==> src/rtl/core/utrt_pkg.sv <==
package utrt_pkg;

  // Status codes carried on every result
  typedef enum logic [1:0] {
    ST_OK        = 2'd0,
    ST_BAD_RADIX = 2'd1,
    ST_NO_ROOM   = 2'd2
  } status_e;

  // Sequencer states, one-hot
  typedef enum logic [5:0] {
    S_IDLE   = 6'b000001,
    S_DIVIDE = 6'b000010,
    S_CHECK  = 6'b000100,
    S_FETCH  = 6'b001000,
    S_LOAD   = 6'b010000,
    S_SEND   = 6'b100000
  } state_e;

  // Accepted radix range
  localparam logic [4:0] RADIX_MIN = 5'd2;
  localparam logic [4:0] RADIX_MAX = 5'd16;

  // Quotient bits resolved per divider cycle
  localparam int unsigned BITS_PER_STEP = 4;

  // Character codes
  localparam logic [7:0] CHAR_NUL   = 8'h00;
  localparam logic [7:0] CHAR_ZERO  = 8'h30;
  localparam logic [7:0] CHAR_LOW_A = 8'h61;

  // Map a digit value to its lower-case ASCII glyph
  function automatic logic [7:0] digit_glyph(input logic [3:0] digit);
    logic [7:0] glyph;
    if (digit < 4'd10) begin
      glyph = CHAR_ZERO + {4'd0, digit};
    end else begin
      glyph = CHAR_LOW_A + {4'd0, digit} - 8'd10;
    end
    return glyph;
  endfunction

endpackage

==> src/rtl/core/unsigned_to_radix_text.sv <==
// A bad radix gives its status result in the cycle after the request is taken.
// Each digit is worked out by the shared 4-bit-per-cycle divider, then the room check runs,
// then the digits are sent through the fetch, load and send states, and the NUL follows.
// One request at a time; the next is taken after the final result leaves.
// Reset (rst_ni low, asynchronous) returns to idle with no result pending; the digit
// store is not cleared.
module unsigned_to_radix_text #(
  parameter int unsigned VALUE_BITS = 32
) (
  input  logic                  clk_i,
  input  logic                  rst_ni,
  // Request channel
  input  logic                  in_valid_i,
  output logic                  in_stall_o,
  input  logic [VALUE_BITS-1:0] value_i,
  input  logic [4:0]            radix_i,
  input  logic [5:0]            buffer_size_i,
  // Result channel
  output logic                  out_valid_o,
  input  logic                  out_stall_i,
  output logic [7:0]            char_out_o,
  output logic [5:0]            digit_total_o,
  output logic [1:0]            status_o,
  output logic                  last_o
);

  localparam int unsigned STEP_BITS = utrt_pkg::BITS_PER_STEP;
  localparam int unsigned STEPS     = (VALUE_BITS + STEP_BITS - 1) / STEP_BITS;
  localparam int unsigned PAD_BITS  = STEPS * STEP_BITS;
  localparam int unsigned STEP_W    = (STEPS > 1) ? $clog2(STEPS) : 1;
  localparam int unsigned ADDR_W    = $clog2(VALUE_BITS);
  localparam int unsigned CNT_W     = $clog2(VALUE_BITS + 1);
  localparam int unsigned CMP_W     = (CNT_W > 6) ? CNT_W : 6;

  utrt_pkg::state_e state_q, state_d;

  logic [PAD_BITS-1:0] div_q, div_d;
  logic [3:0]          rem_q, rem_d;
  logic [STEP_W-1:0]   step_q, step_d;
  logic [CNT_W-1:0]    cnt_q, cnt_d;
  logic [4:0]          radix_q, radix_d;
  logic [5:0]          size_q, size_d;
  logic [ADDR_W-1:0]   rd_addr_q, rd_addr_d;
  logic [3:0]          rd_data_q;

  logic                out_valid_q, out_valid_d;
  logic [7:0]          char_q, char_d;
  logic [5:0]          total_q, total_d;
  utrt_pkg::status_e   status_q, status_d;
  logic                last_q, last_d;

  logic                     in_fire;
  logic                     out_fire;
  logic                     step_last;
  logic                     digit_wr;
  logic [STEP_BITS-1:0]     qbits;
  logic [3:0]               rem_step;
  logic [PAD_BITS-1:0]      div_step;

  // Digit store, least significant digit at entry zero
  logic [3:0] store_q [VALUE_BITS];

  assign in_stall_o    = (state_q != utrt_pkg::S_IDLE);
  assign in_fire       = in_valid_i && !in_stall_o;
  assign out_valid_o   = out_valid_q;
  assign out_fire      = out_valid_q && !out_stall_i;
  assign char_out_o    = char_q;
  assign digit_total_o = total_q;
  assign status_o      = status_q;
  assign last_o        = last_q;
  assign step_last     = (step_q == STEP_W'(STEPS - 1));

  // Shared divider: resolve four quotient bits of the top of the dividend
  always_comb begin
    logic [3:0] r;
    logic [4:0] t;
    r     = rem_q;
    qbits = '0;
    for (int i = 0; i < STEP_BITS; i++) begin
      t = {r, div_q[PAD_BITS-1-i]};
      if (t >= radix_q) begin
        t                          = t - radix_q;
        qbits[STEP_BITS-1-i]       = 1'b1;
      end
      r = t[3:0];
    end
    rem_step = r;
    div_step = {div_q[PAD_BITS-STEP_BITS-1:0], qbits};
  end

  assign digit_wr = (state_q == utrt_pkg::S_DIVIDE) && step_last;

  // Sequencer
  always_comb begin
    state_d     = state_q;
    div_d       = div_q;
    rem_d       = rem_q;
    step_d      = step_q;
    cnt_d       = cnt_q;
    radix_d     = radix_q;
    size_d      = size_q;
    rd_addr_d   = rd_addr_q;
    out_valid_d = out_valid_q;
    char_d      = char_q;
    total_d     = total_q;
    status_d    = status_q;
    last_d      = last_q;

    unique case (state_q)
      utrt_pkg::S_IDLE: begin
        if (in_fire) begin
          radix_d = radix_i;
          size_d  = buffer_size_i;
          div_d   = PAD_BITS'(value_i);
          rem_d   = '0;
          step_d  = '0;
          cnt_d   = '0;
          if (radix_i < utrt_pkg::RADIX_MIN || radix_i > utrt_pkg::RADIX_MAX) begin
            // Reject the radix with a single status result
            out_valid_d = 1'b1;
            char_d      = utrt_pkg::CHAR_NUL;
            total_d     = '0;
            status_d    = utrt_pkg::ST_BAD_RADIX;
            last_d      = 1'b1;
            state_d     = utrt_pkg::S_SEND;
          end else begin
            state_d = utrt_pkg::S_DIVIDE;
          end
        end
      end

      utrt_pkg::S_DIVIDE: begin
        div_d  = div_step;
        rem_d  = rem_step;
        step_d = step_q + STEP_W'(1);
        if (step_last) begin
          // Digit done: count it, then stop once the quotient is zero
          cnt_d  = cnt_q + CNT_W'(1);
          rem_d  = '0;
          step_d = '0;
          if (div_step == '0) begin
            state_d = utrt_pkg::S_CHECK;
          end
        end
      end

      utrt_pkg::S_CHECK: begin
        if (CMP_W'(cnt_q) >= CMP_W'(size_q)) begin
          out_valid_d = 1'b1;
          char_d      = utrt_pkg::CHAR_NUL;
          total_d     = '0;
          status_d    = utrt_pkg::ST_NO_ROOM;
          last_d      = 1'b1;
          cnt_d       = '0;
          state_d     = utrt_pkg::S_SEND;
        end else begin
          rd_addr_d = ADDR_W'(cnt_q - CNT_W'(1));
          total_d   = 6'(cnt_q);
          status_d  = utrt_pkg::ST_OK;
          state_d   = utrt_pkg::S_FETCH;
        end
      end

      utrt_pkg::S_FETCH: begin
        state_d = utrt_pkg::S_LOAD;
      end

      utrt_pkg::S_LOAD: begin
        out_valid_d = 1'b1;
        char_d      = utrt_pkg::digit_glyph(rd_data_q);
        last_d      = 1'b0;
        state_d     = utrt_pkg::S_SEND;
      end

      utrt_pkg::S_SEND: begin
        if (out_fire) begin
          if (last_q) begin
            out_valid_d = 1'b0;
            state_d     = utrt_pkg::S_IDLE;
          end else if (rd_addr_q == '0) begin
            // Least significant digit gone: append the terminator
            char_d = utrt_pkg::CHAR_NUL;
            last_d = 1'b1;
          end else begin
            out_valid_d = 1'b0;
            rd_addr_d   = rd_addr_q - ADDR_W'(1);
            state_d     = utrt_pkg::S_FETCH;
          end
        end
      end

      default: begin
        state_d     = utrt_pkg::S_IDLE;
        out_valid_d = 1'b0;
      end
    endcase
  end

  // Control registers
  always_ff @(posedge clk_i or negedge rst_ni) begin
    if (!rst_ni) begin
      state_q     <= utrt_pkg::S_IDLE;
      out_valid_q <= 1'b0;
      cnt_q       <= '0;
      step_q      <= '0;
    end else begin
      state_q     <= state_d;
      out_valid_q <= out_valid_d;
      cnt_q       <= cnt_d;
      step_q      <= step_d;
    end
  end

  // Datapath and result registers
  always_ff @(posedge clk_i) begin
    div_q     <= div_d;
    rem_q     <= rem_d;
    radix_q   <= radix_d;
    size_q    <= size_d;
    rd_addr_q <= rd_addr_d;
    char_q    <= char_d;
    total_q   <= total_d;
    status_q  <= status_d;
    last_q    <= last_d;
  end

  // Digit store: write the finished remainder, registered read
  always_ff @(posedge clk_i) begin
    if (digit_wr) begin
      store_q[cnt_q[ADDR_W-1:0]] <= rem_step;
    end
    rd_data_q <= store_q[rd_addr_q];
  end

endmodule
==> config.mk <==
export PLATFORM = sky130hd
export DESIGN_NAME = unsigned_to_radix_text
export DESIGN_NICKNAME = d
export VERILOG_FILES = /design/src/rtl/core/utrt_pkg.sv /design/src/rtl/core/unsigned_to_radix_text.sv
export SDC_FILE = /design/constraint.sdc
export NUM_CORES = 1
export LEC_CHECK = 0
export BUFFER_PORTS_ARGS = -buffer_cell sky130_fd_sc_hd__buf_2
export CORE_ASPECT_RATIO = 0.9
export CORE_UTILIZATION = 40
export DETAILED_ROUTE_END_ITERATION = 8
export HOLD_SLACK_MARGIN = 0.02
export PLACE_DENSITY = 0.64
export SYNTH_ARGS = -nofsm -noshare
export SYNTH_HDL_FRONTEND = slang
export SYNTH_SLANG_ARGS = --single-unit
==> constraint.sdc <==
create_clock -name clk_i -period 18.7 [get_ports clk_i]
set_input_delay 1.87 -clock clk_i [delete_from_list [all_inputs] [get_ports clk_i]]
set_output_delay 1.87 -clock clk_i [all_outputs]
set_load 0.02 [all_outputs]
==> results.json, run 1 <==
{
  "cts-resized-gates": 0,
  "cts_tree": "yes",
  "place_congestion": 0.887,
  "synth-edff-count": 196,
  "r2r_setup_slack_ns": 11.48,
  "path_clk_slew_ns": 0.06,
  "drv_slew": 0,
  "clkSinkCount": 216,
  "start_kind": "flip-flop",
  "grt_overflow": 0,
  "synth_cells": 775,
  "nFillCells": 2214,
  "grt_max_degree": 53,
  "setup_violations": 0,
  "setup_tns_ns": 0,
  "hold_end": "step_q[0]",
  "drt-pass1-iter-count": 7,
  "critPathArrivalTime_ns": 7.11,
  "synth_seq_area_share_pct": 62.7,
  "relSlewSlack_pct": 18.9,
  "muxShareOfSynthArea_pct": 8.56,
  "synthArstFlopShare_pct": 7.41,
  "postCtsSetupRepairBufs": 0,
  "wl_per_cell_microns": 18.0,
  "crit_chain": "inv_1, ha_1, a31oi_1, o21a_1, mux2_2, ha_1, a21oi_1, o21ai_1, a31oi_1, o211ai_1, a21boi_0, ha_1, a21o_1, a31oi_1, o21a_1, mux2_2, inv_1, ha_1, a21o_1, a31oi_1, o21ai_1, inv_1, nand3_1, nand3_1",
  "syn_avg_cell_area_sq_um": 13.1,
  "ys_seq_elements": 216,
  "synth.top_cell.area_share_pct": 57.9,
  "multi_input_area_sq_um": 3520,
  "synth_top_family_by_area": "simple AND/OR/NAND/NOR gates",
  "cts_root_buffer": "clkbuf_16",
  "seqCellArea_sq_um": 6370,
  "critPathTopFamily": "compound AO/OA/AOI/OAI gates",
  "synth_fa_ha_area_share_pct": 4.98,
  "drt-total-wl_mm": 21.4,
  "ios": 66,
  "max_clock_freq_mhz": 139,
  "drv_cap": 0,
  "area_growth_pct": 13.6,
  "start_util_pct": 41.3,
  "hold_viol": 0,
  "layout-drive-gt1-share_pct": 18.0,
  "drtAntennaViolNets": 0,
  "core_sq_um": 24600,
  "via_count": 6306,
  "final_nets": 922,
  "ctsHoldBuffers": 0,
  "tightestPinTransition_ns": 1.21,
  "row_count": 54,
  "drc_errors": 0,
  "crit_buf_inv": 3,
  "hpwl_mm": 14.3,
  "synth-main-ff-cell": "edfxtp_1",
  "crit_type": "reg2reg",
  "slowest_delay_ns": 0.85,
  "ctsHtreeMaxLevel": 1,
  "die_w_microns": 170,
  "clockBufferDepth": 3,
  "synthTopCellsByArea": "edfxtp_1 58%, mux4_2 4.4%, nand2_1 4.3%, ha_1 4.2%, dfrtp_1 3.7%",
  "yosys.area_share.simple_pct": 11.2,
  "grt_usage_pct": 16.8,
  "synth_nets": 860,
  "reg2regPathDepth": 24,
  "worstSetupEndpointType": "flip-flop",
  "avgViaCountPerCell": 5.30,
  "yosysWarnings": 0,
  "required_ns": 18.60,
  "min_from": "step_q[0]",
  "reg2reg_from": "radix_q[1]",
  "drt-initial-drc-count": 479,
  "die_area_sq_um": 26000,
  "grt_pass1_vias": 6195,
  "ys_types": 64,
  "synth_xor_xnor_area_share_pct": 1.29,
  "die_h_microns": 153,
  "fin_crit_sh_pct": 38.6,
  "synth_compound_area_share_pct": 8.44,
  "skew_ns": 0.00645,
  "min_path_type": "reg2reg",
  "clk_latency_ns": 0.51,
  "finalCriticalPeriod_ns": 7.22,
  "status": "completed",
  "rsz0062_at_grt": "false",
  "r2r-end": "store_q[28][3]",
  "syn_area_sq_um": 10200,
  "numCtsBuffers": 24,
  "crit_slowest_cell": "nand3_1",
  "cp_max_fo": 32,
  "antenna_found_initial": 1,
  "port_buffers": 64,
  "yosysTopAreaCell": "edfxtp_1",
  "whs_path_depth": 1,
  "grt_pass1_wl_mm": 33.7
}
## layer usage
metal	track usage (%)	vias to the layer above	share of wire, %
met4	4.38	2	2.1
met2	26.2	175	45
met1	24.1	3072	47
met3	3.08	36	6.5
li1	-	3021	-
met5	0	-	0.061
## Yosys cell counts, types with 3 or more instances
master    number
a21o_1         8
mux4_2        20
o31ai_1        5
o21ai_1        4
nor2b_1        4
clkbuf_1      16
inv_1         31
mux2i_1       28
nand2b_1       6
a211oi_1       5
xor2_1         6
o22ai_1        6
a31oi_1        6
dfrtp_1       15
buf_1          7
and2_1         8
xnor2_1        9
nand2_1      116
nor3_1         7
or3_1          3
o211ai_1       3
buf_2          6
mux2_2        11
nand3_1       12
nand3b_1       5
dfxtp_1        4
o21ai_0       34
nor4_1         9
ha_1          34
a31o_2         4
buf_4          6
a21oi_1       32
nor2_1        56
a22o_1         4
edfxtp_1     196
o221ai_1       7
nand4_1        3
fa_1           4
## kinds of logic (layout without fill, tap and decap cells)
logic type | after synthesis | after routing
fa+ha+maj | 38 | 38
xor+xnor | 15 | 15
compound gates | 133 | 133
buf+inv | 67 | 144
simple gates | 245 | 245
mux | 60 | 60
other cells | 1 | 2
flops | 216 | 216
## placed cells by master (no fill, tap or decap), types with 4 or more instances in the layout
cell type / n
buf_2: 64
nand2_1: 116
nand2b_1: 6
mux2_2: 11
nor2_1: 56
nand3_1: 12
nor3_1: 7
fa_1: 4
nand3b_1: 5
and2_1: 8
mux4_2: 20
mux2i_1: 28
edfxtp_1: 196
inv_1: 31
clkbuf_16: 25
dfrtp_1: 15
o31ai_1: 5
nor2b_1: 4
a211oi_1: 5
o221ai_1: 7
a22o_1: 4
dfxtp_1: 4
o21ai_0: 34
xor2_1: 6
nor4_1: 9
ha_1: 34
a31oi_1: 6
a31o_2: 4
o21ai_1: 4
a21o_1: 8
buf_4: 8
xnor2_1: 9
o22ai_1: 6
a21oi_1: 30
clkinv_1: 6
## how the worst max path moves through the flow
stage,startpoint,to,slack (ns),depth (start not counted)
2_1_floorplan,radix_q[1],store_q[0][2],12.49,24
3_5_place_dp,radix_q[1],store_q[21][3],11.54,24
6_report,radix_q[1],store_q[28][3],11.48,24
3_3_place_gp,radix_q[1],store_q[16][3],11.72,24
4_1_cts,radix_q[1],store_q[5][3],11.52,24
5_1_grt,radix_q[1],store_q[19][3],10.92,24
## flip-flops by register name, indices dropped and copies added, names as in the netlist, 5 cells and up
| signal | flops |
|---|---|
| state_q | 6 |
| div_q | 32 |
| store_q | 128 |
| cnt_q | 6 |
| digit_total_o | 6 |
| radix_q | 5 |
| rd_addr_q | 5 |
| char_out_o | 7 |
| size_q | 6 |
## layout make-up
type,count,share of cell area (%)
tap,336,3.65
clock buffer,28,5.52
timing repair buffer,72,3.30
multi-input combinational,492,30.5
inverter,31,1.01
sequential,216,55.2
antenna,1,0.0217
clock inverter,13,0.814
## stage by stage
stage	setup slack, ns	instance area (sq um)	hold slack [ns]	utilization, %	cells
global placement	11.72	10800	0.482	43.9	1147
finish	11.48	11500	0.491	46.9	1189
detailed placement	11.54	10800	0.482	43.9	1147
global route	10.92	11500	0.504	46.9	1188
floorplan	12.49	10200	0.462	-	775
CTS	11.52	11500	0.494	46.9	1188
Power of run 1 is left out: the tool's default activity adds up to more than one toggle a clock period on the data nets, which glitch-free logic cannot reach.
==> inputs of run 2 (changes only) <==
--- a/config.mk
+++ b/config.mk
@@ -5,12 +5,13 @@
 export SDC_FILE = /design/constraint.sdc
 export NUM_CORES = 1
 export LEC_CHECK = 0
+export ABC_AREA = 1
 export BUFFER_PORTS_ARGS = -buffer_cell sky130_fd_sc_hd__buf_2
 export CORE_ASPECT_RATIO = 0.9
 export CORE_UTILIZATION = 40
 export DETAILED_ROUTE_END_ITERATION = 8
 export HOLD_SLACK_MARGIN = 0.02
-export PLACE_DENSITY = 0.64
+export PLACE_DENSITY = 0.66
 export SYNTH_ARGS = -nofsm -noshare
 export SYNTH_HDL_FRONTEND = slang
 export SYNTH_SLANG_ARGS = --single-unit
==> constraint.sdc (replaced) <==
create_clock -name clk_i -period 6 [get_ports clk_i]
set_input_delay 0.6 -clock clk_i [delete_from_list [all_inputs] [get_ports clk_i]]
set_output_delay 0.6 -clock clk_i [all_outputs]
set_load 0.02 [all_outputs]
==> results.json, run 2 <==
{
  "status": "completed",
  "synthArstFlopShare_pct": 7.41,
  "numCtsBuffers": 23,
  "wl_per_cell_microns": 16.3,
  "worstSetupEndpointType": "flip-flop",
  "grt_pass1_wl_mm": 36.9,
  "crit_slowest_cell": "edfxtp_1",
  "synth_seq_area_share_pct": 61.6,
  "core_sq_um": 25300,
  "syn_avg_cell_area_sq_um": 10.3,
  "avgViaCountPerCell": 5.10,
  "fin_crit_sh_pct": 91.6,
  "ios": 66,
  "port_buffers": 64,
  "synth-edff-count": 196,
  "tightestPinTransition_ns": 0.944,
  "yosysTopAreaCell": "edfxtp_1",
  "synth-main-ff-cell": "edfxtp_1",
  "synth_nets": 1087,
  "required_ns": 6.25,
  "yosysWarnings": 0,
  "crit_type": "reg2reg",
  "via_count": 7314,
  "ctsHtreeMaxLevel": 1,
  "clockBufferDepth": 3,
  "setup_violations": 0,
  "setup_tns_ns": 0,
  "clk_latency_ns": 0.54,
  "largest_register_ffs": 128,
  "drt-total-wl_mm": 23.4,
  "grt_overflow": 0,
  "drt-pass1-iter-count": 5,
  "cts_root_buffer": "clkbuf_16",
  "grt_usage_pct": 17.7,
  "drc_errors": 0,
  "cp_max_fo": 16,
  "antenna_found_initial": 0,
  "hpwl_mm": 15.5,
  "ys_types": 52,
  "drv_slew": 0,
  "drtAntennaViolNets": 0,
  "diodes": 0,
  "row_count": 55,
  "area_growth_pct": 14.3,
  "place_congestion": 0.902,
  "path_clk_slew_ns": 0.06,
  "final_nets": 1159,
  "drt-initial-drc-count": 592,
  "synthTopCellsByArea": "edfxtp_1 57%, nand2_1 9.8%, ha_1 4.1%, dfrtp_1 3.6%, nor2_1 3.6%",
  "drv_cap": 0,
  "max_clock_freq_mhz": 182,
  "synth_cells": 1002,
  "die_h_microns": 155,
  "syn_area_sq_um": 10300,
  "final_cell_mix": "269 x nand2_1, 196 x edfxtp_1, 98 x nor2_1",
  "start_util_pct": 40.9,
  "synth_top_cells_by_count": "270 x nand2_1, 196 x edfxtp_1, 98 x nor2_1",
  "finalCriticalPeriod_ns": 5.49,
  "slowest_delay_ns": 0.35,
  "synth_most_common_cell": "nand2_1",
  "ys_seq_elements": 216,
  "crit_top_cell": "nand2_1",
  "hold_viol": 0,
  "min_path_type": "in2reg",
  "nFillCells": 2313,
  "fin_util_pct": 46.8,
  "die_area_sq_um": 26500,
  "synth.top_cell.area_share_pct": 56.9,
  "final_common_cell": "nand2_1",
  "relSlewSlack_pct": 36.8,
  "critPathArrivalTime_ns": 5.74,
  "die_w_microns": 171,
  "layout-drive-gt1-share_pct": 13.8,
  "cts_tree": "yes",
  "hold_ws_ns": 0.264,
  "rsz0062_at_grt": "false",
  "start_kind": "flip-flop",
  "grt_pass1_vias": 7018,
  "clkSinkCount": 216,
  "skew_ns": 0.0349,
  "grt_max_degree": 70
}
-- run 2: cell count changes in the layout (fill, tap and decap cells not counted), moves of 9 or more --
cell     change
o21ai_0     +32
inv_1       +53
mux2_2      -11
inv_2        +9
nand3_1     +31
mux4_2      -20
mux2i_1     -16
a21oi_1     +11
nor2_1      +42
nand2_1    +153
o22ai_1     +10
-- run 2: metrics by stage --
step | cell area (sq um) | std cells | worst slack (ns)
2_1_floorplan | 10300 | 1002 | 0.809
3_3_place_gp | 11000 | 1383 | 0.493
3_5_place_dp | 11000 | 1383 | 0.210
4_1_cts | 11700 | 1426 | 0.166
5_1_grt | 11800 | 1433 | 0.0357
6_report | 11800 | 1433 | 0.506
-- run 2: area by class of cell --
class                   count  area, sq um  area share (%)
inverters                  97          372            3.15
well taps                 342          428            3.62
repair buffers             78          440            3.73
clock inverters             6         97.6           0.826
clock buffers              36          664            5.62
repair inverters            2         15.0           0.127
flip-flops and latches    216         6370            53.9
multi-input cells         656         3430            29.0
-- run 2: kinds of logic after synthesis --
group                      share of synthesized area, %
adders and majority gates                          4.89
xor gates and xnor gates                          0.847
muxes                                              1.16
and+or+nand+nor                                    18.0
other                                            0.0363
DFF                                                61.6
AOI/OAI and AO/OA                                  8.14
buffers and inverters                              5.30
-- run 2: what timing repair did --
item,CTS,global route
hold buffers,1,0
setup buffers,0,5
resized for setup,0,11
hold endpoints to repair,9,0
endpoints found under the setup margin,0,76
-- run 2: final timing paths --
| check | start | endpoint | depth (start not counted) | slack [ns] |
|---|---|---|---|---|
| max reg2reg | radix_q[2] | store_q[23][0] | 32 | 0.51 |
| max in group asynchronous | rst_ni | state_q[0] | 2 | 5.12 |
| min reg2reg | step_q[1] | step_q[1] | 1 | 0.50 |
| max | radix_q[2] | store_q[23][0] | 32 | 0.51 |
| min | buffer_size_i[2] | size_q[2] | 1 | 0.26 |
| min in group asynchronous | rst_ni | cnt_q[5] | 2 | 0.53 |
-- run 2: routing by layer --
layer	GRT usage, %	vias up	wire length [microns]
li1	-	3567	-
met1	24.9	3463	10400
met2	28.1	250	10700
met3	3.25	34	1770
met4	4.51	0	427
met5	0	-	0
-- run 2: worst max-delay path, delay by kind of cell, from the launching register on --
kind,cells,cell delay (ns)
buf+inv,7,1.01
flops,1,0.35
simple gates,19,2.09
fa+ha+maj,4,1.25
compound gates,2,0.53
Power of run 2 is left out for the same reason.
